`src/pcs_pkg.sv`:
```
// Package for the path component splitter: byte class word, result word
// and character codes. No dependencies.
`timescale 1ns / 1ps
`default_nettype none

package pcs_pkg;

	localparam int OFFSET_W = 13;

	localparam logic KIND_BYTE = 1'b0;
	localparam logic KIND_END  = 1'b1;

	localparam logic [7:0] CH_SLASH  = 8'h2F;
	localparam logic [7:0] CH_BSLASH = 8'h5C;
	localparam logic [7:0] CH_COLON  = 8'h3A;
	localparam logic [7:0] CH_DOT    = 8'h2E;
	localparam logic [7:0] CH_NUL    = 8'h00;

	// Classified word handed from the front end to the parser.
	typedef struct packed {
		logic is_end;   // end of path word
		logic keep;     // byte is within the length limit
		logic ovf;      // on an end word: bytes were dropped
		logic slash;
		logic bslash;
		logic dot;
		logic nul;
		logic letter;
		logic colon;
	} pcs_cls_t;

	localparam int CLS_W = $bits(pcs_cls_t);

	typedef struct packed {
		logic [OFFSET_W-1:0] root_end;
		logic [OFFSET_W-1:0] dir_end;
		logic [OFFSET_W-1:0] base_start;
		logic [OFFSET_W-1:0] ext_start;
		logic [OFFSET_W-1:0] name_end;
		logic                need_separator;
		logic                too_long;
	} pcs_result_t;

	function automatic pcs_cls_t classify(input logic kind, input logic [7:0] c);
		pcs_cls_t r;
		r        = '0;
		r.is_end = (kind == KIND_END);
		r.slash  = (c == CH_SLASH);
		r.bslash = (c == CH_BSLASH);
		r.dot    = (c == CH_DOT);
		r.nul    = (c == CH_NUL);
		r.colon  = (c == CH_COLON);
		r.letter = ((c >= 8'h41) && (c <= 8'h5A)) || ((c >= 8'h61) && (c <= 8'h7A));
		return r;
	endfunction

endpackage

`default_nettype wire

```
`src/pcs_in_if.sv`:
```
// Input channel of the path component splitter: valid/ready plus one path word.
// No dependencies.
`timescale 1ns / 1ps
`default_nettype none

interface pcs_in_if;
	logic       valid;
	logic       ready;
	logic       kind;
	logic [7:0] path_byte;

	modport source (output valid, output kind, output path_byte, input ready);
	modport sink (input valid, input kind, input path_byte, output ready);
endinterface

`default_nettype wire

```
`src/pcs_out_if.sv`:
```
// Output channel of the path component splitter: valid/ready plus the split result.
// No dependencies.
`timescale 1ns / 1ps
`default_nettype none

interface pcs_out_if;
	logic        valid;
	logic        ready;
	logic [12:0] root_end;
	logic [12:0] dir_end;
	logic [12:0] base_start;
	logic [12:0] ext_start;
	logic [12:0] name_end;
	logic        need_separator;
	logic        too_long;

	modport source (output valid, output root_end, output dir_end, output base_start,
		output ext_start, output name_end, output need_separator, output too_long,
		input ready);
	modport sink (input valid, input root_end, input dir_end, input base_start,
		input ext_start, input name_end, input need_separator, input too_long,
		output ready);
endinterface

`default_nettype wire

```
`src/pcs_fifo.sv`:
```
// Two-entry register queue between the front end and the parser.
// Depends on nothing; the width is set by the instantiating module.
`timescale 1ns / 1ps
`default_nettype none

module pcs_fifo #(
	parameter int WIDTH = 8
) (
	input  wire logic             clk,
	input  wire logic             arst_n,
	input  wire logic             push_valid,
	output logic                  push_ready,
	input  wire logic [WIDTH-1:0] push_data,
	output logic                  pop_valid,
	input  wire logic             pop_ready,
	output logic [WIDTH-1:0]      pop_data
);

	logic [WIDTH-1:0] mem_q [2];
	logic             wr_q;
	logic             rd_q;
	logic [1:0]       cnt_q;
	logic             do_push;
	logic             do_pop;

	assign push_ready = (cnt_q != 2'd2);
	assign pop_valid  = (cnt_q != 2'd0);
	assign pop_data   = mem_q[rd_q];
	assign do_push    = push_valid && push_ready;
	assign do_pop     = pop_valid && pop_ready;

	always_ff @(posedge clk or negedge arst_n) begin
		if (!arst_n) begin
			wr_q  <= 1'b0;
			rd_q  <= 1'b0;
			cnt_q <= 2'd0;
		end else begin
			if (do_push) begin
				wr_q <= ~wr_q;
			end
			if (do_pop) begin
				rd_q <= ~rd_q;
			end
			if (do_push && !do_pop) begin
				cnt_q <= cnt_q + 2'd1;
			end else if (do_pop && !do_push) begin
				cnt_q <= cnt_q - 2'd1;
			end
		end
	end

	always_ff @(posedge clk) begin
		if (do_push) begin
			mem_q[wr_q] <= push_data;
		end
	end

endmodule

`default_nettype wire

```
`src/pcs_front.sv`:
```
// Front end: accepts path words, counts byte offsets, flags bytes past the
// length limit and classifies each byte. Depends on pcs_pkg and pcs_in_if.
`timescale 1ns / 1ps
`default_nettype none

module pcs_front #(
	parameter int MAX_LEN = 4096,
	parameter int POS_W   = 13
) (
	input  wire logic                            clk,
	input  wire logic                            arst_n,
	pcs_in_if.sink                               path_in,
	output logic                                 push_valid,
	input  wire logic                            push_ready,
	output logic [POS_W+pcs_pkg::CLS_W-1:0]      push_data
);
	import pcs_pkg::*;

	logic [POS_W-1:0] pos_q;
	logic             ovf_q;
	logic             accept;
	logic             room;
	pcs_cls_t         cls;

	assign path_in.ready = push_ready;
	assign push_valid    = path_in.valid;
	assign accept        = path_in.valid && push_ready;
	assign room          = (pos_q != POS_W'(MAX_LEN));

	always_comb begin
		cls      = classify(path_in.kind, path_in.path_byte);
		cls.keep = room;
		cls.ovf  = ovf_q;
	end

	// The offset sent with an end word is the path length.
	assign push_data = {pos_q, cls};

	always_ff @(posedge clk or negedge arst_n) begin
		if (!arst_n) begin
			pos_q <= '0;
			ovf_q <= 1'b0;
		end else if (accept) begin
			if (path_in.kind == KIND_END) begin
				pos_q <= '0;
				ovf_q <= 1'b0;
			end else if (room) begin
				pos_q <= pos_q + 1'b1;
			end else begin
				ovf_q <= 1'b1;
			end
		end
	end

endmodule

`default_nettype wire

```
`src/pcs_scan.sv`:
```
// Streaming path scanner for one separator mode: tracks root, last component
// and extension offsets one byte at a time. Depends on pcs_pkg.
`timescale 1ns / 1ps
`default_nettype none

module pcs_scan #(
	parameter int POS_W = 13
) (
	input  wire logic             clk,
	input  wire logic             arst_n,
	input  wire logic             win,
	input  wire logic             step,
	input  wire logic             clear,
	input  wire pcs_pkg::pcs_cls_t cls,
	input  wire logic [POS_W-1:0] pos,
	output logic [POS_W-1:0]      root_end,
	output logic [POS_W-1:0]      dir_end,
	output logic [POS_W-1:0]      base_start,
	output logic [POS_W-1:0]      ext_start,
	output logic [POS_W-1:0]      name_end,
	output logic                  need_sep
);
	import pcs_pkg::*;

	localparam logic [2:0] PH_ROOT     = 3'd0;
	localparam logic [2:0] PH_UNC_SEPS = 3'd1;
	localparam logic [2:0] PH_UNC_NAME = 3'd2;
	localparam logic [2:0] PH_SEPS     = 3'd3;
	localparam logic [2:0] PH_LEAD     = 3'd4;
	localparam logic [2:0] PH_NAME     = 3'd5;
	localparam logic [2:0] PH_DONE     = 3'd6;

	logic [2:0]       phase_q, phase_n;
	logic [POS_W-1:0] root_q, root_n;
	logic [POS_W-1:0] dir_q, dir_n;
	logic [POS_W-1:0] base_q, base_n;
	logic [POS_W-1:0] ext_q, ext_n;
	logic [POS_W-1:0] name_q, name_n;
	logic             has_comp_q, has_comp_n;
	logic             ext_v_q, ext_v_n;
	logic             dot_last_q, dot_last_n;
	logic             last_sep_q;
	logic             b0_sep_q;
	logic             b0_let_q;
	logic             sep;
	logic             start_c;
	logic [POS_W-1:0] pos1;
	logic             at_second;

	assign sep       = cls.slash || (win && cls.bslash);
	assign pos1      = pos + 1'b1;
	assign at_second = win && (pos == POS_W'(1));

	always_comb begin
		phase_n    = phase_q;
		root_n     = root_q;
		dir_n      = dir_q;
		base_n     = base_q;
		ext_n      = ext_q;
		name_n     = name_q;
		has_comp_n = has_comp_q;
		ext_v_n    = ext_v_q;
		dot_last_n = dot_last_q;
		start_c    = 1'b0;

		unique case (phase_q)
			PH_ROOT: begin
				if (sep) begin
					root_n = pos1;
				end else if (cls.nul) begin
					phase_n = PH_DONE;
				end else begin
					start_c = 1'b1;
				end
			end
			PH_SEPS: begin
				if (cls.nul) begin
					phase_n = PH_DONE;
				end else if (!sep) begin
					start_c = 1'b1;
				end
			end
			PH_LEAD: begin
				if (sep) begin
					phase_n = PH_SEPS;
				end else if (cls.nul) begin
					phase_n = PH_DONE;
				end else begin
					name_n = pos1;
					if (!cls.dot) begin
						phase_n = PH_NAME;
					end
				end
			end
			PH_NAME: begin
				if (sep) begin
					phase_n = PH_SEPS;
				end else if (cls.nul) begin
					phase_n = PH_DONE;
				end else begin
					name_n     = pos1;
					dot_last_n = cls.dot;
					if (cls.dot) begin
						ext_n   = pos;
						ext_v_n = 1'b1;
					end
				end
			end
			PH_UNC_SEPS: begin
				if (cls.nul) begin
					phase_n = PH_DONE;
				end else begin
					root_n = pos1;
					if (!sep) begin
						phase_n = PH_UNC_NAME;
					end
				end
			end
			PH_UNC_NAME: begin
				if (cls.nul) begin
					phase_n = PH_DONE;
				end else begin
					root_n = pos1;
					if (sep) begin
						phase_n = PH_SEPS;
					end
				end
			end
			PH_DONE: begin
			end
			default: begin
				phase_n = PH_DONE;
			end
		endcase

		if (start_c) begin
			has_comp_n = 1'b1;
			dir_n      = has_comp_q ? name_q : root_q;
			base_n     = pos;
			ext_v_n    = 1'b0;
			dot_last_n = 1'b0;
			name_n     = pos1;
			phase_n    = cls.dot ? PH_LEAD : PH_NAME;
		end

		// In Windows mode the second byte decides a server root or a drive root; either
		// overrides whatever the plain parse made of the first two bytes.
		if (at_second && b0_sep_q && sep) begin
			phase_n    = PH_UNC_SEPS;
			root_n     = POS_W'(2);
			has_comp_n = 1'b0;
		end else if (at_second && b0_let_q && cls.colon) begin
			phase_n    = PH_ROOT;
			root_n     = POS_W'(2);
			has_comp_n = 1'b0;
		end
	end

	always_ff @(posedge clk or negedge arst_n) begin
		if (!arst_n) begin
			phase_q    <= PH_ROOT;
			root_q     <= '0;
			has_comp_q <= 1'b0;
			last_sep_q <= 1'b0;
		end else if (clear) begin
			phase_q    <= PH_ROOT;
			root_q     <= '0;
			has_comp_q <= 1'b0;
			last_sep_q <= 1'b0;
		end else if (step) begin
			phase_q    <= phase_n;
			root_q     <= root_n;
			has_comp_q <= has_comp_n;
			last_sep_q <= sep;
		end
	end

	always_ff @(posedge clk) begin
		if (step) begin
			dir_q      <= dir_n;
			base_q     <= base_n;
			ext_q      <= ext_n;
			name_q     <= name_n;
			ext_v_q    <= ext_v_n;
			dot_last_q <= dot_last_n;
			if (pos == '0) begin
				b0_sep_q <= sep;
				b0_let_q <= cls.letter;
			end
		end
	end

	// Sampled on an end word, where pos carries the path length.
	always_comb begin
		root_end = root_q;
		if (has_comp_q) begin
			dir_end    = dir_q;
			base_start = base_q;
			name_end   = name_q;
			ext_start  = (ext_v_q && !dot_last_q) ? ext_q : name_q;
		end else begin
			dir_end    = root_q;
			base_start = '0;
			name_end   = root_q;
			ext_start  = root_q;
		end
		if (pos == '0) begin
			need_sep = 1'b1;
		end else begin
			need_sep = !((root_q == pos) || last_sep_q);
		end
	end

endmodule

`default_nettype wire

```
`src/pcs_back.sv`:
```
// Back end: drains the classified queue through a POSIX and a Windows scanner,
// picks one on each end word and holds the result in an output register.
// Depends on pcs_pkg, pcs_scan and pcs_out_if.
`timescale 1ns / 1ps
`default_nettype none

module pcs_back #(
	parameter int POS_W = 13
) (
	input  wire logic                             clk,
	input  wire logic                             arst_n,
	input  wire logic                             win_mode,
	input  wire logic                             q_valid,
	output logic                                  q_ready,
	input  wire logic [POS_W+pcs_pkg::CLS_W-1:0]  q_data,
	pcs_out_if.source                             split_out
);
	import pcs_pkg::*;

	pcs_cls_t         cls;
	logic [POS_W-1:0] pos;
	logic             slot_free;
	logic             pop;
	logic             step;
	logic             clear;
	logic             out_valid_q;
	pcs_result_t      res_q;

	logic [POS_W-1:0] px_root, px_dir, px_base, px_ext, px_name;
	logic [POS_W-1:0] wn_root, wn_dir, wn_base, wn_ext, wn_name;
	logic             px_need, wn_need;

	assign cls       = q_data[CLS_W-1:0];
	assign pos       = q_data[CLS_W +: POS_W];
	assign slot_free = !out_valid_q || split_out.ready;
	// Byte words never produce a result, so only end words wait for the slot.
	assign q_ready   = !cls.is_end || slot_free;
	assign pop       = q_valid && q_ready;
	assign step      = pop && !cls.is_end && cls.keep;
	assign clear     = pop && cls.is_end;

	pcs_scan #(.POS_W(POS_W)) u_scan_posix (
		.clk        (clk),
		.arst_n     (arst_n),
		.win        (1'b0),
		.step       (step),
		.clear      (clear),
		.cls        (cls),
		.pos        (pos),
		.root_end   (px_root),
		.dir_end    (px_dir),
		.base_start (px_base),
		.ext_start  (px_ext),
		.name_end   (px_name),
		.need_sep   (px_need)
	);

	pcs_scan #(.POS_W(POS_W)) u_scan_win (
		.clk        (clk),
		.arst_n     (arst_n),
		.win        (1'b1),
		.step       (step),
		.clear      (clear),
		.cls        (cls),
		.pos        (pos),
		.root_end   (wn_root),
		.dir_end    (wn_dir),
		.base_start (wn_base),
		.ext_start  (wn_ext),
		.name_end   (wn_name),
		.need_sep   (wn_need)
	);

	always_ff @(posedge clk or negedge arst_n) begin
		if (!arst_n) begin
			out_valid_q <= 1'b0;
		end else if (clear) begin
			out_valid_q <= 1'b1;
		end else if (split_out.ready) begin
			out_valid_q <= 1'b0;
		end
	end

	always_ff @(posedge clk) begin
		if (clear) begin
			if (win_mode) begin
				res_q.root_end       <= OFFSET_W'(wn_root);
				res_q.dir_end        <= OFFSET_W'(wn_dir);
				res_q.base_start     <= OFFSET_W'(wn_base);
				res_q.ext_start      <= OFFSET_W'(wn_ext);
				res_q.name_end       <= OFFSET_W'(wn_name);
				res_q.need_separator <= wn_need;
			end else begin
				res_q.root_end       <= OFFSET_W'(px_root);
				res_q.dir_end        <= OFFSET_W'(px_dir);
				res_q.base_start     <= OFFSET_W'(px_base);
				res_q.ext_start      <= OFFSET_W'(px_ext);
				res_q.name_end       <= OFFSET_W'(px_name);
				res_q.need_separator <= px_need;
			end
			res_q.too_long <= cls.ovf;
		end
	end

	assign split_out.valid          = out_valid_q;
	assign split_out.root_end       = res_q.root_end;
	assign split_out.dir_end        = res_q.dir_end;
	assign split_out.base_start     = res_q.base_start;
	assign split_out.ext_start      = res_q.ext_start;
	assign split_out.name_end       = res_q.name_end;
	assign split_out.need_separator = res_q.need_separator;
	assign split_out.too_long       = res_q.too_long;

endmodule

`default_nettype wire

```
`src/path_component_splitter.sv`:
```
// Path component splitter. One word per cycle is accepted while the queue has room;
// an end word passes the queue register, then the output register. Throughput is
// one word per cycle while end words find the output slot free, bounded by the
// byte-at-a-time scanner update. Reset clears the offset counter, the queue,
// both scanners and win_q (POSIX).
// Depends on pcs_pkg, pcs_in_if, pcs_out_if, pcs_front, pcs_fifo and pcs_back.
`timescale 1ns / 1ps
`default_nettype none

module path_component_splitter #(
	parameter int MAX_LEN = 4096
) (
	input  wire logic clk,
	input  wire logic arst_n,
	pcs_in_if.sink    path_in,
	pcs_out_if.source split_out,
	input  wire logic cfg_we,
	input  wire logic cfg_wdata
);
	import pcs_pkg::*;

	localparam int POS_W = $clog2(MAX_LEN + 1);
	localparam int Q_W   = POS_W + CLS_W;

	logic           win_q;
	logic           push_valid;
	logic           push_ready;
	logic [Q_W-1:0] push_data;
	logic           q_valid;
	logic           q_ready;
	logic [Q_W-1:0] q_data;

	always_ff @(posedge clk or negedge arst_n) begin
		if (!arst_n) begin
			win_q <= 1'b0;
		end else if (cfg_we) begin
			win_q <= cfg_wdata;
		end
	end

	pcs_front #(.MAX_LEN(MAX_LEN), .POS_W(POS_W)) u_front (
		.clk        (clk),
		.arst_n     (arst_n),
		.path_in    (path_in),
		.push_valid (push_valid),
		.push_ready (push_ready),
		.push_data  (push_data)
	);

	pcs_fifo #(.WIDTH(Q_W)) u_fifo (
		.clk        (clk),
		.arst_n     (arst_n),
		.push_valid (push_valid),
		.push_ready (push_ready),
		.push_data  (push_data),
		.pop_valid  (q_valid),
		.pop_ready  (q_ready),
		.pop_data   (q_data)
	);

	pcs_back #(.POS_W(POS_W)) u_back (
		.clk       (clk),
		.arst_n    (arst_n),
		.win_mode  (win_q),
		.q_valid   (q_valid),
		.q_ready   (q_ready),
		.q_data    (q_data),
		.split_out (split_out)
	);

endmodule

`default_nettype wire
```
`src/flat_wrapper.sv`:
```
// flat-port wrapper written by rule: the top's interface ports become plain ports
module path_component_splitter_flat import pcs_pkg::*;
#(
	parameter int MAX_LEN = 4096
)
  (clk, arst_n, cfg_we, cfg_wdata, path_in_valid, path_in_kind, path_in_path_byte, path_in_ready, split_out_valid, split_out_root_end, split_out_dir_end, split_out_base_start, split_out_ext_start, split_out_name_end, split_out_need_separator, split_out_too_long, split_out_ready);
  pcs_in_if path_in_i ();
  pcs_out_if split_out_i ();
  input  wire logic clk;
  input  wire logic arst_n;
  input  wire logic cfg_we;
  input  wire logic cfg_wdata;
  input wire logic [$bits(path_in_i.valid)-1:0] path_in_valid;
  input wire logic [$bits(path_in_i.kind)-1:0] path_in_kind;
  input wire logic [$bits(path_in_i.path_byte)-1:0] path_in_path_byte;
  output wire logic [$bits(path_in_i.ready)-1:0] path_in_ready;
  output wire logic [$bits(split_out_i.valid)-1:0] split_out_valid;
  output wire logic [$bits(split_out_i.root_end)-1:0] split_out_root_end;
  output wire logic [$bits(split_out_i.dir_end)-1:0] split_out_dir_end;
  output wire logic [$bits(split_out_i.base_start)-1:0] split_out_base_start;
  output wire logic [$bits(split_out_i.ext_start)-1:0] split_out_ext_start;
  output wire logic [$bits(split_out_i.name_end)-1:0] split_out_name_end;
  output wire logic [$bits(split_out_i.need_separator)-1:0] split_out_need_separator;
  output wire logic [$bits(split_out_i.too_long)-1:0] split_out_too_long;
  input wire logic [$bits(split_out_i.ready)-1:0] split_out_ready;
  assign path_in_i.valid = path_in_valid;
  assign path_in_i.kind = path_in_kind;
  assign path_in_i.path_byte = path_in_path_byte;
  assign path_in_ready = path_in_i.ready;
  assign split_out_valid = split_out_i.valid;
  assign split_out_root_end = split_out_i.root_end;
  assign split_out_dir_end = split_out_i.dir_end;
  assign split_out_base_start = split_out_i.base_start;
  assign split_out_ext_start = split_out_i.ext_start;
  assign split_out_name_end = split_out_i.name_end;
  assign split_out_need_separator = split_out_i.need_separator;
  assign split_out_too_long = split_out_i.too_long;
  assign split_out_i.ready = split_out_ready;
  path_component_splitter #(.MAX_LEN(MAX_LEN)) u_core (.clk(clk), .arst_n(arst_n), .path_in(path_in_i), .split_out(split_out_i), .cfg_we(cfg_we), .cfg_wdata(cfg_wdata));
endmodule
```
`config.mk`:
```
export PLATFORM = sky130hd
export DESIGN_NAME = path_component_splitter_flat
export DESIGN_NICKNAME = d
export VERILOG_FILES = /design/src/pcs_pkg.sv /design/src/pcs_in_if.sv /design/src/pcs_out_if.sv /design/src/pcs_fifo.sv /design/src/pcs_front.sv /design/src/pcs_scan.sv /design/src/pcs_back.sv /design/src/path_component_splitter.sv /design/src/flat_wrapper.sv
export SDC_FILE = /design/constraint.sdc
export NUM_CORES = 1
export LEC_CHECK = 0
export ABC_AREA = 1
export BUFFER_PORTS_ARGS = -buffer_cell sky130_fd_sc_hd__clkbuf_2
export CORE_ASPECT_RATIO = 1.75
export CORE_MARGIN = 8
export CORE_UTILIZATION = 30
export CTS_CLUSTER_DIAMETER = 150
export DETAILED_ROUTE_END_ITERATION = 8
export GPL_TIMING_DRIVEN = 0
export PLACE_DENSITY = 0.43
export SLEW_MARGIN = 5
export SYNTH_ARGS = -nofsm -noshare
export SYNTH_HDL_FRONTEND = slang
export SYNTH_SLANG_ARGS = --single-unit
```
`constraint.sdc`:
```
create_clock -name clk -period 4.1 [get_ports clk]
set_clock_uncertainty 0.2 [all_clocks]
set_input_delay 0.205 -clock clk [delete_from_list [all_inputs] [get_ports clk]]
set_output_delay 0.205 -clock clk [all_outputs]
set_load 0.03 [all_outputs]
```
# Yosys cells after proc, flatten, opt, wreduce, memory -nomap -nowiden
# Memories as Yosys holds them, arrays and structs flattened.
# Index checks and enable logic that the tools add are counted.
[word_totals]
reg_bits = 233
ram_bits = 44
in_bits = 15
output_inout_bits = 69
word_cells = 262
mem_count = 1
[op_classes]
n_addsub = 4
n_lt_le_gt_ge = 4
n_eq_ne = 40
n_mux = 101
n_bitwise = 5
reduce_logical = 71
[mem_list]
columns = ["memory", "depth", "width", "read_ports", "rd_clocked_by_memory_dff", "wr", "line_no", "text"]
rows = [
  ["u_core.u_fifo.mem_q", 2, 22, 1, 0, 1, "pcs_fifo.sv:19", "logic [WIDTH-1:0] mem_q [2];"],
]
[op_table]
columns = ["op", "count"]
rows = [
  ["two-way mux 13 bit", 27],
  ["two-way mux 3 bit", 26],
  ["two-way mux 66 bit", 1],
  ["case mux 13 bit (2 select lines)", 2],
  ["case mux 3 bit (7 select lines)", 2],
  ["two-way mux 1 bit", 39],
  ["adder 13 x 1 -> 13 bit, second input constant", 2],
  ["equality test 13 bit", 2],
  ["equality test 8 x 6 -> 1 bit, second input constant", 3],
  ["AND reduction 4 bit", 6],
  ["nonzero test 2 bit", 12],
  ["AND reduction 5 bit", 4],
  ["equality test 3 bit, second input constant", 6],
  ["greater-or-equal comparator 8 x 7 -> 1 bit, second input constant", 2],
  ["less-or-equal comparator 8 x 7 -> 1 bit, second input constant", 2],
  ["logical AND 1 bit", 15],
  ["!= test 5 x 2 -> 1 bit, second input constant", 3],
  ["AND reduction 2 bit", 7],
  ["equality test 13 x 1 -> 1 bit, second input constant", 1],
  ["zero test 13 bit", 1],
  ["!= test 13 bit, second input constant", 1],
  ["equality test 3 x 2 -> 1 bit, second input constant", 4],
  ["!= test 2 bit, second input constant", 6],
  ["AND reduction 6 bit", 2],
  ["other kinds (24)", 49],
]

# Depth between registers and ports, before layout
# An unclocked memory read counts as a cell.
[logic_depth]
ltp_word = 10
ltp_mapped = 18
mapped_depth_nobuf = 15

# Hierarchy
# From an unflattened synthesis, not the netlist that was laid out.
[unflattened]
cells_unflattened = 1511
hier_area_um2 = 13799.5
[by_module_without_submodules]
columns = ["mod", "n_inst", "cells_per_inst", "area_each_um2"]
rows = [
  ["pcs_scan (u_core.u_back.u_scan_win)", 1, 454, 3901.2],
  ["pcs_scan (u_core.u_back.u_scan_posix)", 1, 446, 3848.7],
  ["pcs_back", 1, 290, 3032.9],
  ["pcs_fifo", 1, 143, 1824.2],
  ["pcs_front", 1, 173, 1152.4],
  ["path_component_splitter", 1, 5, 40.0],
]

# Worst setup path after synthesis
# Ideal clock, no wire load.
[synth_path]
path_kind = "reg2reg"
startpoint = "register u_core.u_fifo.rd_q"
endpoint = "register u_core.u_back.u_scan_win.root_q[6], in the netlist u_core.u_back.u_scan_win.root_end[6]"
setup_time_ns = 0.121
arrival_ns = 3.439
required_time_ns = 3.779
setup_slack_ns = 0.340
stages_incl_launch_ff = 12
path_cell_list = "dfrtp_1 > buf_6 > inv_4 > buf_6 > nand2_1 > nand2_1 > nand2_1 > inv_2 > clkbuf_1 > nor2_1 > nand4_1 > nand2_1"
[synth_lines]
columns = ["item", "line_no", "text"]
rows = [
  ["start: declaration", "pcs_fifo.sv:21", "logic rd_q;"],
  ["start signal: assignment", "pcs_fifo.sv:42", "rd_q <= ~rd_q;"],
  ["memory (2 x 22 bit) (*)", "-", ""],
  ["zero test 1 bit", "pcs_back.sv:37", "assign q_ready = !cls.is_end || slot_free;"],
  ["logical OR 1 bit", "pcs_back.sv:37", ""],
  ["logical AND 1 bit", "pcs_back.sv:38", "assign pop = q_valid && q_ready;"],
  ["logical AND 1 bit (*)", "pcs_back.sv:40", "assign clear = pop && cls.is_end;"],
  ["named net u_core.u_back.clear", "pcs_back.sv:25", "logic clear;"],
  ["!= test 5 x 2 -> 1 bit (no line) (tied with other cells)", "-", ""],
  ["AND reduction 4 bit (no line)", "-", ""],
  ["end signal: assignment", "pcs_scan.sv:172", "root_q <= root_n;"],
  ["end: declaration", "pcs_scan.sv:34", "logic [POS_W-1:0] root_q, root_n;"],
]
# Mark *: on every way through the listed nets, which the timed path passes. The rest lies on a longest branch. The select of a mux whose other input is x is not followed.
# A chain may end at the register's enable or synchronous reset.

# Final worst setup path
[layout_path]
startpoint = "register u_core.u_fifo.rd_q"
endpoint = "register u_core.u_back.u_scan_win.root_q[7], in the netlist u_core.u_back.u_scan_win.root_end[7]"
[layout_between]
elab_chain_cells = 8
[layout_rtl]
columns = ["item", "line_no", "text"]
rows = [
  ["memory (2 x 22 bit) (*)", "-", ""],
  ["named net u_core.q_data[9]", "path_component_splitter.sv:31", "logic [Q_W-1:0] q_data;"],
  ["adder 13 x 1 -> 13 bit or equality test 13 x 1 -> 1 bit (tied branches)", "pcs_scan.sv:51, pcs_scan.sv:52", ""],
  ["two-way mux 13 bit (tied with other cells)", "pcs_scan.sv:110, pcs_scan.sv:120", ""],
  ["case mux 13 bit (2 select lines) or logical AND 1 bit (tied branches)", "pcs_scan.sv:66, pcs_scan.sv:152", ""],
  ["two-way mux 13 bit", "pcs_scan.sv:152", "end else if (at_second && b0_let_q && cls.colon) begin"],
  ["two-way mux 13 bit", "pcs_scan.sv:148", "if (at_second && b0_sep_q && sep) begin"],
  ["two-way mux 13 bit", "pcs_scan.sv:170", "end else if (step) begin"],
  ["two-way mux 13 bit", "pcs_scan.sv:165", "end else if (clear) begin"],
]
# Marked as above.

==> impl_metrics.tcl <==
set metrics [dict create \
    status "completed" \
    p_sw_mw 5.21 \
    ys_types 47 \
    startpoint_type "flip-flop" \
    die-width_um 170 \
    timing.final.hold_violations 0 \
    reg2reg_to "u_core.u_back.u_scan_win.root_end[7]" \
    placed_area_um2 13700 \
    htree_num_levels 1 \
    yosys_warnings 0 \
    clk_pin_slew_ns 0.07 \
    worstSkewPairLatency_ns 0.56 \
    fin_hold_ws_ns 0.0148 \
    die-area_um2 48400 \
    multiInputGateArea_um2 3710 \
    slowest_delay_ns 0.51 \
    io_pins 84 \
    cp_cell_sequence "buf_6, inv_4, buf_6, buf_6, nand2_1, nand2_2, inv_1, nor2_1, nand2_1, nand3_1, nand2_1, nor2_1, nand4_1, nand2_1" \
    grt_usage 0.153 \
    fin_area_um2 14900 \
    portBuffers 83 \
    drive_gt1_frac 0.138 \
    mappedNetlistArea_um2 12400 \
    cts_resized 0 \
    synth_edf_count 221 \
    avgSynthCellArea_um2 10.5 \
    setup_viol 0 \
    max-slew-margin-rel 0.375 \
    place.gp.congestion 0.847 \
    cts_num_sinks 277 \
    area.sequential_um2 8040 \
    tightest_slew_ns 0.927 \
    num_rows 98 \
    numCtsBuffers 28 \
    end_kind "flip-flop" \
    p_int_mw 7.09 \
    synth_flop_cell "edfxtp_1" \
    wl_per_cell_um 19.5 \
    slew_violations 0 \
    p_clk_frac 0.211 \
    grt_pass1_vias 9252 \
    clock_path_buffers 3 \
    crit_path_top_delay_cell "nor2_1" \
    r2r_slack_ns 0.85 \
    synthCells 1180 \
    root_buffer "clkbuf_16" \
    r2r-start "u_core.u_fifo.rd_q" \
    dpl.hpwl_mm 28.3 \
    min-delay-path-class "input pin to async pin" \
    finalPower_mw 12.3 \
    cts_tree "yes" \
    synth.net_count 1201 \
    arrival_ns 3.55 \
    async_flop_share 0.202 \
    vias 8927 \
    drcViolationCount 0 \
    reg2regPathDepth 14 \
    detailedPlace.worstSlack_ns 0.824 \
    fmax_ghz 0.308 \
    p_leak_nw 5.94 \
    nets 1343 \
    ys_ff_latch 277 \
    initial_core_util 0.304 \
    antenna_cells 0 \
    vdd_ir_drop_max_mv 0.300 \
    viasPerCell 4.71 \
    antenna_found_initial 0 \
    crit_fanout 14 \
    gr-total-overflow 0 \
    p_sw_frac 0.424 \
    die_y_um 285 \
    synth_seq_area_share 0.648 \
    layout_min_cycle_time_ns 3.25 \
    grt_setup_unrepaired "no" \
    worst_slack_ns 0.852 \
    dr.pass1.iters 4 \
    syn_to_final_growth_pct 19.7 \
    power_frac_comb 0.424 \
    crit_top_cell "nand2_1" \
    crit_type "flip-flop to flip-flop" \
    pwr-share-seq 0.364 \
    p_per_area_nw_per_um2 828 \
    first_iter_violations 560 \
    nFillCells 4132 \
    ant_nets 0 \
    drv_cap 0 \
    grt_max_degree 54 \
    post-route-period-util 0.792 \
    required_ns 4.40 \
    coreArea_um2 40800 \
    grt_pass1_wl_mm 56.3 \
    wl_mm 37.0 \
    fin_util 0.364 \
]
state kept, by name, indices dropped and copies added, names as in the netlist, 3 cells and up:
register / flops
u_core.u_back.u_scan_win.name_q: 13
u_core.u_back.u_scan_win.dir_q: 13
u_core.u_back.u_scan_posix.ext_q: 13
u_core.u_back.u_scan_posix.name_q: 13
u_core.u_back.split_out.root_end: 13
u_core.u_back.u_scan_win.base_q: 13
u_core.u_back.u_scan_posix.base_q: 13
u_core.u_back.split_out.ext_start: 13
u_core.u_back.u_scan_win.root_end: 13
u_core.u_front.pos_q: 13
u_core.u_back.u_scan_posix.dir_q: 13
u_core.u_fifo.mem_q: 44
u_core.u_back.u_scan_win.phase_q: 3
u_core.u_back.u_scan_posix.phase_q: 3
u_core.u_back.u_scan_posix.root_end: 13
u_core.u_back.split_out.base_start: 13
u_core.u_back.split_out.name_end: 13
u_core.u_back.u_scan_win.ext_q: 13
u_core.u_back.split_out.dir_end: 13
placed cells by master (no fill, tap or decap), types with 3 or more instances in the layout:
master	instances
clkinv_1	3
nor2_2	7
xnor2_1	9
dlygate4sd3_1	19
nor2_1	122
bufinv_16	3
clkbuf_1	32
dfrtp_1	56
o22ai_1	15
o31ai_1	4
a31oi_1	3
o21ai_0	86
nand3_1	43
nor2_4	4
o221ai_1	11
nand2_2	8
a22o_1	13
inv_1	131
nor4_1	5
ha_1	6
a21oi_1	30
o21ai_1	4
clkbuf_2	82
clkinv_2	8
or2_2	4
edfxtp_1	221
o211ai_1	3
nor3_1	17
xor2_1	21
buf_2	5
a221o_1	12
nand4_1	27
nand2_1	256
clkbuf_16	29
buf_6	5
buf_8	5
cell type report:
| type | count | area share |
|---|---|---|
| repair buffers | 112 | 0.0529 |
| inverters | 136 | 0.0345 |
| multi-input cells | 729 | 0.250 |
| well taps | 550 | 0.0463 |
| clock buffers | 38 | 0.0525 |
| flip-flops and latches | 277 | 0.541 |
| clock inverters | 14 | 0.0101 |
| plain buffers | 38 | 0.0128 |
power groups by stage:
stage / Combinational (mW) / Clock, mW / Sequential [mW]
3_5_place_dp: 5.30 / 0 / 4.54
5_1_grt: 5.75 / 2.77 / 4.56
4_1_cts: 5.33 / 2.67 / 4.48
6_report: 5.22 / 2.60 / 4.48
2_1_floorplan: 2.83 / 0 / 5.12
3_3_place_gp: 5.16 / 0 / 4.58
critical path: cells and delay by family, from the launching register on:
| kind | cells | cell delay (ns) |
|---|---|---|
| flops | 1 | 0.37 |
| buf+inv | 5 | 0.80 |
| simple gates | 9 | 1.79 |
routing by layer:
metal	vias up	track usage	wire (um)
met5	-	0	0
met4	0	0.0715	1520
met3	79	0.0185	1420
met2	204	0.303	21000
met1	4301	0.153	13100
li1	4343	-	-
timing repair:
action                                 CTS  global route
buffers inserted                         0             0
endpoints found under the hold margin   83             0
hold buffers                            19             0
stage by stage:
| step | std cells | TNS (ns) |
|---|---|---|
| after floorplan | 1180 | 0 |
| after global placement | 1813 | -111.30 |
| after detailed placement | 1823 | 0 |
| after CTS | 1894 | 0 |
| after global routing | 1894 | 0 |
| final | 1894 | 0 |
cell families after synthesis:
family / count (synthesis) / share of synthesized area
adders and majority gates: 6 / 0.00605
and+or+nand+nor: 500 / 0.172
AOI/OAI and AO/OA: 193 / 0.0965
xor gates and xnor gates: 30 / 0.0212
DFF: 277 / 0.648
buffers and inverters: 174 / 0.0563
cells in the mapped netlist, types with 3 or more instances:
master,n,share of area
nand2_1,256,0.077
edfxtp_1,221,0.53
inv_1,131,0.040
nor2_1,127,0.038
o21ai_0,86,0.035
dfrtp_1,56,0.11
nand3_1,43,0.017
a21oi_1,32,0.013
nand4_1,27,0.014
clkbuf_1,26,0.0079
xor2_1,21,0.015
nor3_1,18,0.0073
o22ai_1,15,0.0076
a22o_1,13,0.0092
a221o_1,12,0.0097
o221ai_1,11,0.0078
xnor2_1,9,0.0064
nand2_2,8,0.0040
ha_1,6,0.0060
buf_2,5,0.0020
buf_6,5,0.0045
nor4_1,5,0.0025
nor2_2,4,0.0020
o21ai_1,4,0.0016
o31ai_1,4,0.0024
or2_2,4,0.0020
a31oi_1,3,0.0015
o211ai_1,3,0.0018
worst max path at each step:
stage,from,end,slack [ns],cells after the start
after floorplan,u_core.u_fifo.rd_q,u_core.u_back.u_scan_win.root_end[6],0.34,11
after global placement,u_core.u_fifo.rd_q,u_core.u_back.u_scan_win.root_end[9],-1.32,10
after detailed placement,u_core.u_fifo.rd_q,u_core.u_back.u_scan_win.root_end[7],0.82,14
after CTS,u_core.u_fifo.rd_q,u_core.u_back.u_scan_win.root_end[7],0.81,14
after global routing,u_core.u_fifo.rd_q,u_core.u_back.u_scan_win.phase_q[0],0.56,17
final,u_core.u_fifo.rd_q,u_core.u_back.u_scan_win.root_end[7],0.85,14
No activity file was read; power rests on OpenSTA's default activity.
